`src/hdl/tcce_pkg.sv`:
```
package tcce_pkg;

  // widest cell address over the whole parameter range (8 pages of 4096 cells)
  localparam int ADDR_W = 15;
  // page base offset: page number times cells per page
  localparam int BASE_W = 15;
  // address sum before wrap: base plus row product plus column
  localparam int SUM_W  = 18;

  localparam logic [7:0] BLANK_CHAR = 8'h20;
  localparam logic [7:0] CH_CR      = 8'h0D;
  localparam logic [7:0] CH_LF      = 8'h0A;
  localparam logic [7:0] CH_BS      = 8'h08;

  typedef enum logic [3:0] {
    ACT_SET_CURSOR = 4'd0,
    ACT_GET_CURSOR = 4'd1,
    ACT_READ_CELL  = 4'd2,
    ACT_WRITE_CA   = 4'd3,
    ACT_WRITE_C    = 4'd4,
    ACT_TELETYPE   = 4'd5,
    ACT_SCROLL_UP  = 4'd6,
    ACT_SCROLL_DN  = 4'd7,
    ACT_CLEAR      = 4'd8
  } action_t;

  typedef enum logic [2:0] {
    CFG_COLUMNS      = 3'd0,
    CFG_ROWS         = 3'd1,
    CFG_ACTIVE_PAGE  = 3'd2,
    CFG_PAGE_CELLS   = 3'd3,
    CFG_DEFAULT_ATTR = 3'd4,
    CFG_TTY_ATTR     = 3'd5,
    CFG_CURSOR_SHAPE = 3'd6
  } cfg_reg_t;

  // one access to the cell store
  typedef struct packed {
    logic              we;
    logic              re;
    logic [ADDR_W-1:0] addr;
    logic [15:0]       wdata;
  } mem_req_t;

endpackage

```
`src/hdl/tcce_addr_unit.sv`:
```
module tcce_addr_unit #(
  parameter int STORE = 16384,
  parameter int AW    = 14
) (
  input  logic                               clk,
  input  logic [7:0]                         mul_row,
  input  logic [7:0]                         cols,
  input  logic [tcce_pkg::BASE_W-1:0]        base,
  input  logic [7:0]                         col,
  output logic [tcce_pkg::ADDR_W-1:0]        addr
);

  localparam int SW    = tcce_pkg::SUM_W;
  localparam int STEPS = SW - AW;

  logic [15:0]   prod_r;
  logic [SW-1:0] sum;

  // row times columns, registered
  always_ff @(posedge clk) begin
    prod_r <= mul_row * cols;
  end

  // add base and column, then wrap into the store by shifted subtracts
  always_comb begin
    sum = SW'(base) + SW'(prod_r) + SW'(col);
    for (int k = STEPS - 1; k >= 0; k--) begin
      if (sum >= (SW'(STORE) << k)) begin
        sum = sum - (SW'(STORE) << k);
      end
    end
    addr = tcce_pkg::ADDR_W'(sum[AW-1:0]);
  end

endmodule

```
`config.mk`:
```
export PLATFORM = sky130hd
export DESIGN_NAME = tcce_addr_unit
export DESIGN_NICKNAME = d
export VERILOG_FILES = /design/src/hdl/tcce_pkg.sv /design/src/hdl/tcce_addr_unit.sv
export SDC_FILE = /design/constraint.sdc
export NUM_CORES = 1
export LEC_CHECK = 0
export BUFFER_PORTS_ARGS = -buffer_cell sky130_fd_sc_hd__buf_4
export CELL_PAD_IN_SITES_DETAIL_PLACEMENT = 1
export CELL_PAD_IN_SITES_GLOBAL_PLACEMENT = 2
export CORE_ASPECT_RATIO = 1.75
export CORE_MARGIN = 2
export CORE_UTILIZATION = 35
export DETAILED_ROUTE_END_ITERATION = 8
export HOLD_SLACK_MARGIN = 0.02
export MAX_ROUTING_LAYER = met4
export PLACE_DENSITY_LB_ADDON = 0.2
export SLEW_MARGIN = 10
export SYNTH_ARGS = -nofsm -noshare
export SYNTH_HDL_FRONTEND = slang
export SYNTH_SLANG_ARGS = --single-unit
```
`constraint.sdc`:
```
create_clock -name clk -period 5.65 [get_ports clk]
set_input_delay 0.565 -clock clk [delete_from_list [all_inputs] [get_ports clk]]
set_output_delay 0.565 -clock clk [all_outputs]
set_load 0.005 [all_outputs]
```
After elaboration in Yosys (flattened, before gate mapping)

Cells that the tools add are included.
W data, S select, Z words.

Mux-type cells: 4
Divide/modulo/power cells: 0
Multiply operators: 1
Bitwise logic cells: 0
$lt $le $gt $ge: 4
Reductions and logical operators: 0
$add $sub $neg: 6
Equality and inequality tests: 0
Shift-type cells: 0

Operators with widths:

| operator                 | number |
|---|---|
| $mux W18                 | 3 |
| $add A17 B8 Y18          | 1 |
| $ge A18 B15 Y1 const B   | 1 |
| $ge A18 B16 Y1 const B   | 1 |
| $ge A18 B17 Y1 const B   | 1 |
| $ge A18 B18 Y1 const B   | 1 |
| $sub A18 B16 Y18 const B | 1 |
| $sub A18 B17 Y18 const B | 1 |
| $sub A18 B18 Y18 const B | 1 |
| $add A15 B16 Y17         | 1 |
| $mul A8 B8 Y16           | 1 |
| $mux W14                 | 1 |
| $sub A14 B1 Y14 const B  | 1 |

Memories: 0
Output and inout bits: 15
RAM bits: 0
Word-level logic and storage cells: 16
Memory bits (read-only): 0
Input port bits: 40
Register bits: 16
Latch bits: 0

Depth between registers and ports, before layout

Gate-level depths: netlist of the first run.

Depth after elaboration: 10
Gate-level depth with buffers: 15
Depth with buffers taken out: 15

Least setup slack after synthesis of the first run

Ideal clock, no wire load.

Path type: in2reg
From: input mul_row[3]
To: register prod_r[13]
Setup time: 118 ps
Path slack: 1287 ps
Arrival time: 4245 ps
Required time: 5532 ps
Cell stages on the path: 15
Path buffers: 0
Path through: and2_1 fa_1 inv_1 fa_1 inv_1 fa_1 inv_1 fa_1 inv_1 ha_1 a21oi_2 nor2b_1 a211o_1 a311o_1 xnor2_1

Cells in the longest elaborated chain, start to end: 1

RTL lines:

| item                   | line                 | text |
|---|---|---|
| start: declaration     | tcce_addr_unit.sv:6  | `input logic [7:0] mul_row,` |
| $mul A8 B8 Y16         | tcce_addr_unit.sv:21 | `prod_r <= mul_row * cols;` |
| end signal: assignment | tcce_addr_unit.sv:21 |  |
| end: declaration       | tcce_addr_unit.sv:16 | `logic [15:0] prod_r;` |

No other way between the ends.

Final worst setup path of the first run

Same ends and word-level chain as after synthesis.

==> key figures, run 1 <==
GRT
  – Vias in the first global route: 2554
  – Largest net degree at the start of global routing: 11
  – Global-route wire length before repair: 11500 um
  – Total Routing Usage GR: 16.2%
  – Gr ovfl total: 0
  – Initial antenna violation count: 0

Power and ir drop
  – Power per Cell Area: 433 nW/um^2
  – Combinational share of power: 79.9%
  – Pint: 0.886 mW
  – Static leakage: 1.90 nW
  – Register share of total power: 10.6%
  – Peak supply drop: 0.000213 V
  – Switching share of power: 43.2%
  – Switching pwr: 0.675 mW
  – Clk pwr share: 9.5%
  – Overall power: 1.56 mW

Clock tree
  – # clock sinks: 14
  – Clk buf depth: 2
  – H-Tree Depth: 1
  – Clk root buf: clkbuf_16
  – Clock slew at reported path FFs: 0.04 ns
  – Num CTS Buffers: 3
  – Hold_buf cts: 0
  – Setup bufs post-CTS: 0
  – CTS-repair resized insts: 0
  – CTS tree: built

Drt
  – Post-route ant nets: 0
  – Vias per std cell: 4.70
  – Post-DR wirelength/cell: 13.5 um
  – Number of DRC markers in iteration 0: 19
  – First-pass DRT Iterations: 2
  – DRC viols: 0
  – Final wirelength: 6830 um
  – Via count: 2376

Yosys
  – Yosys top cell area share: 29.3%
  – Syn avg cell area: 8.87 um^2
  – Commonest register cell after synthesis: dfxtp_1
  – Area leader, netlist: fa_1
  – Ys Warns: 0
  – Register area share after synthesis: 9.33%
  – Mapped Area: 3010 um^2
  – #FFs+latches synth: 14
  – Synth Instances: 339
  – Distinct cells, synth: 32
  – Synth async-reset ratio: 0%
  – Synth top area cells: fa_1 (29%), ha_1 (19%), dfxtp_1 (9.3%), inv_1 (9.0%), and2_1 (8.7%)
  – Number of flops mapped to enable cells by yosys: 0
  – Net count after synthesis: 469

Run status
  – Run status: finished, final reports clean

Timing
  – Max Slew Vio Count: 0
  – Setup TNS: 0 ns
  – Fmax: 224 MHz
  – Unrepaired setup endpoints after global routing: no
  – Crit path time final: 4.47 ns
  – Fin crit share: 79.2%
  – Hold Fails Final Rpt: 0
  – Final setup fails: 0
  – Worst setup margin: 1.18 ns

Place
  – Port bufs: 52
  – Area after DPL: 3520 um^2
  – Placer congestion estimate: 0.775
  – HPWL Detailed: 6280 um
  – Place WS: 0.896 ns

Floorplanning
  – Row cnt: 44
  – Die Height: 127 um
  – Initial Util: 36.2%
  – Die width: 74.1 um
  – # IOs: 55
  – DIE AREA: 9370 um^2
  – CORE AREA: 8310 um^2

Worst hold path
  – HP Class: in2reg
  – Min-Delay Path Depth: 2

Setup path
  – Setup Crit Path Kind: in2reg
  – Crit path launch: mul_row[3]
  – Crit Path Max Fanout: 8
  – Worst path required time: 5.78 ns
  – Endpoint type of the worst setup path: flop
  – CP arrival: 4.60 ns
  – Critical Path Start Type: primary input
  – Worst setup path endpoint: prod_r[13]$_DFF_P_

Finish
  – Final Core Density: 43.4%
  – Most flops, register: prod_r
  – Biggest regs: prod_r x14
  – Share of cells above drive strength 1: 14.8%
  – Final instance area: 3610 um^2
  – Max reg flops: 14
  – # diodes: 0
  – Area Overhead vs Synth: 20.1%
  – Total Nets Final: 522

Run
  – Max Cap Viol: 0
[Yosys cell counts, types with 5 or more instances]
cell type  number
inv_1          72
ha_1           46
fa_1           44
and2_1         42
nand2_1        26
xnor2_1        19
dfxtp_1        14
a21o_1         11
a21oi_1        11
nor2_1          9
o21ai_0         6
xor2_1          6
nand3_1         5
[final cells by class]
cell class / count / area, um^2
fill: 1023 / 4700
tap: 115 / 144
timing repair buffer: 52 / 390
multi-input combinational: 249 / 2440
sequential: 14 / 280
clock buffer: 4 / 88.8
inverter: 72 / 270
[power by group through the flow]
stage | registers, mW | logic [mW] | clock network (mW)
global route | 0.171 | 1.44 | 0.157
detailed placement | 0.168 | 1.28 | 0
finish | 0.165 | 1.25 | 0.149
CTS | 0.166 | 1.28 | 0.153
global placement | 0.166 | 1.25 | 0
floorplan | 0.162 | 0.853 | 0
[worst min path at each step]
stage | start | end | slack, ns
after global placement | mul_row[0] | prod_r[0]$_DFF_P_ | 0.84
after detailed placement | mul_row[0] | prod_r[0]$_DFF_P_ | 0.84
after floorplan | mul_row[0] | prod_r[0]$_DFF_P_ | 0.69
after global routing | cols[0] | prod_r[0]$_DFF_P_ | 0.60
after CTS | mul_row[0] | prod_r[0]$_DFF_P_ | 0.58
final | mul_row[0] | prod_r[0]$_DFF_P_ | 0.58
[critical path, cell delays in order]
cell,delay [ns]
buf_4,0.14
and2_1,0.17
fa_1,0.53
inv_1,0.05
fa_1,0.48
inv_1,0.06
fa_1,0.53
inv_1,0.05
fa_1,0.52
inv_1,0.04
ha_1,0.37
a21oi_2,0.23
nor2b_1,0.07
a211o_1,0.32
a311o_1,0.34
xnor2_1,0.13
[metrics by stage]
stage / hold slack [ns] / instances
floorplan: 0.687 / 339
global placement: 0.842 / 502
detailed placement: 0.838 / 502
CTS: 0.580 / 506
global route: 0.603 / 506
finish: 0.581 / 506
[cell families after synthesis]
| logic type | count (synthesis) | synth area share [%] |
|---|---|---|
| AOI/OAI and AO/OA | 42 | 9.33 |
| xor gates and xnor gates | 25 | 7.29 |
| adders and majority gates | 90 | 48.5 |
| buffers and inverters | 76 | 9.62 |
| DFF | 14 | 9.33 |
| other | 1 | 0.125 |
| and+or+nand+nor | 91 | 15.9 |
[placed cells by master, fill, tap and decap left out, types with 2 or more instances in the layout]
master / Yosys / final
nand2_1: 26 / 26
nor2b_1: 3 / 3
xnor2_1: 19 / 19
o311ai_0: 2 / 2
ha_1: 46 / 46
inv_1: 72 / 72
dfxtp_1: 14 / 14
a21o_1: 11 / 11
nand3_1: 5 / 5
a31oi_1: 2 / 2
nor2_1: 9 / 9
a21oi_1: 11 / 11
fa_1: 44 / 44
and3_1: 2 / 2
clkbuf_16: 0 / 3
a211oi_1: 3 / 3
xor2_1: 6 / 6
buf_4: 1 / 52
o21ai_0: 6 / 6
and2_1: 42 / 42
[metal layers]
metal	vias to the layer above	global-route usage [%]	wire length [um]
li1	1161	-	-
met1	1171	16.0	2370
met2	36	32.0	4200
met3	8	0.715	125
met4	0	5.35	133
met5	-	-	0
(Power assumes the default switching activity.)
==> run 2: changes to the inputs <==
CORE_UTILIZATION = 31   (was 35)
clock period = 3.67 ns   (was 5.65 ns; I/O delays follow)
==> run 2 against run 1 <==
  * The flow now finishes with violations (negative setup slack)
  * Clock power grew 38%
  * Cell count grew 9.5%
  * Sequential cell count is the same
  * Critical path depth shrank 1
  * Critical path type unchanged
  * Non-clock buffer count grew 42
==> key figures, run 2 (synthesis gave the netlist of run 1 again) <==
Finish
  – Share of cells above drive strength 1: 28.0%
  – Biggest regs: prod_r x14
  – Total Nets Final: 564
  – Register area: 280 um^2
  – Filler cell count: 1127
  – Most frequent cells in the layout: buf_4 (87), inv_1 (69), fa_1 (44), ha_1 (43), and2_1 (36)
  – Most common cell after layout, fill and taps aside: buf_4
  – Area Overhead vs Synth: 36.9%
  – # diodes: 0
  – Multi-input gate area: 2590 um^2
  – Max reg flops: 14
  – Most flops, register: prod_r

GRT
  – Global-route wire length before repair: 13000 um
  – Initial antenna violation count: 0
  – Vias in the first global route: 2945
  – Total Routing Usage GR: 16.3%
  – Largest net degree at the start of global routing: 11
  – Gr ovfl total: 0

Power and ir drop
  – Peak supply drop: 0.000323 V
  – Overall power: 2.93 mW
  – Static leakage: 2.15 nW
  – Power per Cell Area: 711 nW/um^2

Place
  – Port bufs: 52
  – Placer congestion estimate: 0.791
  – HPWL Detailed: 6850 um

Setup path
  – CP delay by family, top: adder cells
  – CP arrival: 3.89 ns
  – WP buf/inv: 5
  – Crit-path cells: buf_8 -> and2_4 -> fa_1 -> inv_1 -> fa_1 -> inv_1 -> fa_1 -> inv_2 -> fa_1 -> inv_2 -> ha_4 -> and3_4 -> a211o_1 -> a311o_1 -> xnor2_1
  – Worst path required time: 3.80 ns
  – Critical path depth: 15
  – Crit Path Max Fanout: 3
  – Critical-path top delay cell: fa_1
  – CP max stage delay: 0.53 ns
  – Endpoint type of the worst setup path: flop
  – Cell repeated most along the worst path: fa_1
  – Critical Path Start Type: primary input
  – Setup Crit Path Kind: in2reg

Run status
  – Violations in the final reports: negative setup slack
  – Run status: finished, violations left

Drt
  – Final wirelength: 7550 um
  – DRC viols: 0
  – Post-DR wirelength/cell: 13.6 um
  – Number of DRC markers in iteration 0: 34
  – Post-route ant nets: 0
  – First-pass DRT Iterations: 5
  – Vias per std cell: 4.63
  – Via count: 2564

Floorplanning
  – Initial Util: 31.7%
  – # IOs: 55
  – Die width: 78.4 um
  – Die Height: 134 um
  – CORE AREA: 9470 um^2
  – Row cnt: 47
  – DIE AREA: 10500 um^2

Timing
  – Crit path time final: 3.76 ns
  – Unrepaired setup endpoints after global routing: yes
  – Fmax: 266 MHz
  – Hold Fails Final Rpt: 0
  – Setup TNS: -0.150 ns
  – Fin crit share: 102%
  – Max Slew Vio Count: 0
  – Worst setup margin: -0.0889 ns
  – Final setup fails: 3

Clock tree
  – Hold_buf cts: 0
  – Num CTS Buffers: 3
  – H-Tree Depth: 1
  – Clock slew at reported path FFs: 0.04 ns
  – Clk root buf: clkbuf_16
  – CTS tree: built
  – Clk buf depth: 2
  – # clock sinks: 14

Worst hold path
  – Min-Delay Path Depth: 2
  – HP Class: in2reg

Run
  – Max Cap Viol: 0
[run 2: cell count changes in the layout (fill, tap and decap cells not counted), moves of 4 or more]
cell and delta:
and2_1 -6, and2_4 +6, buf_4 +35, buf_6 +4
[run 2: final cells by class]
type	count	area share, %
tap	122	3.71
sequential	14	6.81
multi-input combinational	249	62.9
inverter	72	6.57
timing repair buffer	94	18.2
clock buffer	3	1.82
[run 2: worst paths after layout]
check / startpoint / to
worst max-delay path: cols[2] / prod_r[13]$_DFF_P_
worst min-delay path: cols[0] / prod_r[0]$_DFF_P_
[run 2: report_power, final]
| part | switching [mW] | internal, mW | leakage, nW | total [mW] |
|---|---|---|---|---|
| sequential | 0.0297 | 0.229 | 0.118 | 0.259 |
| clock | 0.0624 | 0.142 | 0.0370 | 0.205 |
| combinational | 1.16 | 1.31 | 2.00 | 2.46 |
| total | 1.25 | 1.68 | 2.15 | 2.93 |
[run 2: per-stage QoR]
stage	setup WS [ns]	utilization [%]	cell area [um^2]	hold WS [ns]	std cells
floorplan	-0.244	-	3050	0.489	339
global placement	-0.414	40.8	3860	0.664	545
detailed placement	-0.484	40.8	3860	0.665	545
CTS	-0.107	43.1	4080	0.409	554
global route	-0.225	43.5	4110	0.429	554
finish	-0.0889	43.5	4110	0.413	554
[run 2: what timing repair did]
item	CTS	global route
pin swaps	7	6
gates cloned	0	0
endpoints found under the setup margin	3	6
buffers inserted	6	0
hold endpoints to repair	0	0
resized for setup	19	9
[run 2: metal layers]
layer	routed length (um)	GRT usage [%]	part of all wire (%)
met1	2470	14.1	33
met2	4720	35.1	63
met3	158	0.606	2.1
met4	193	5.85	2.6
met5	0	-	0
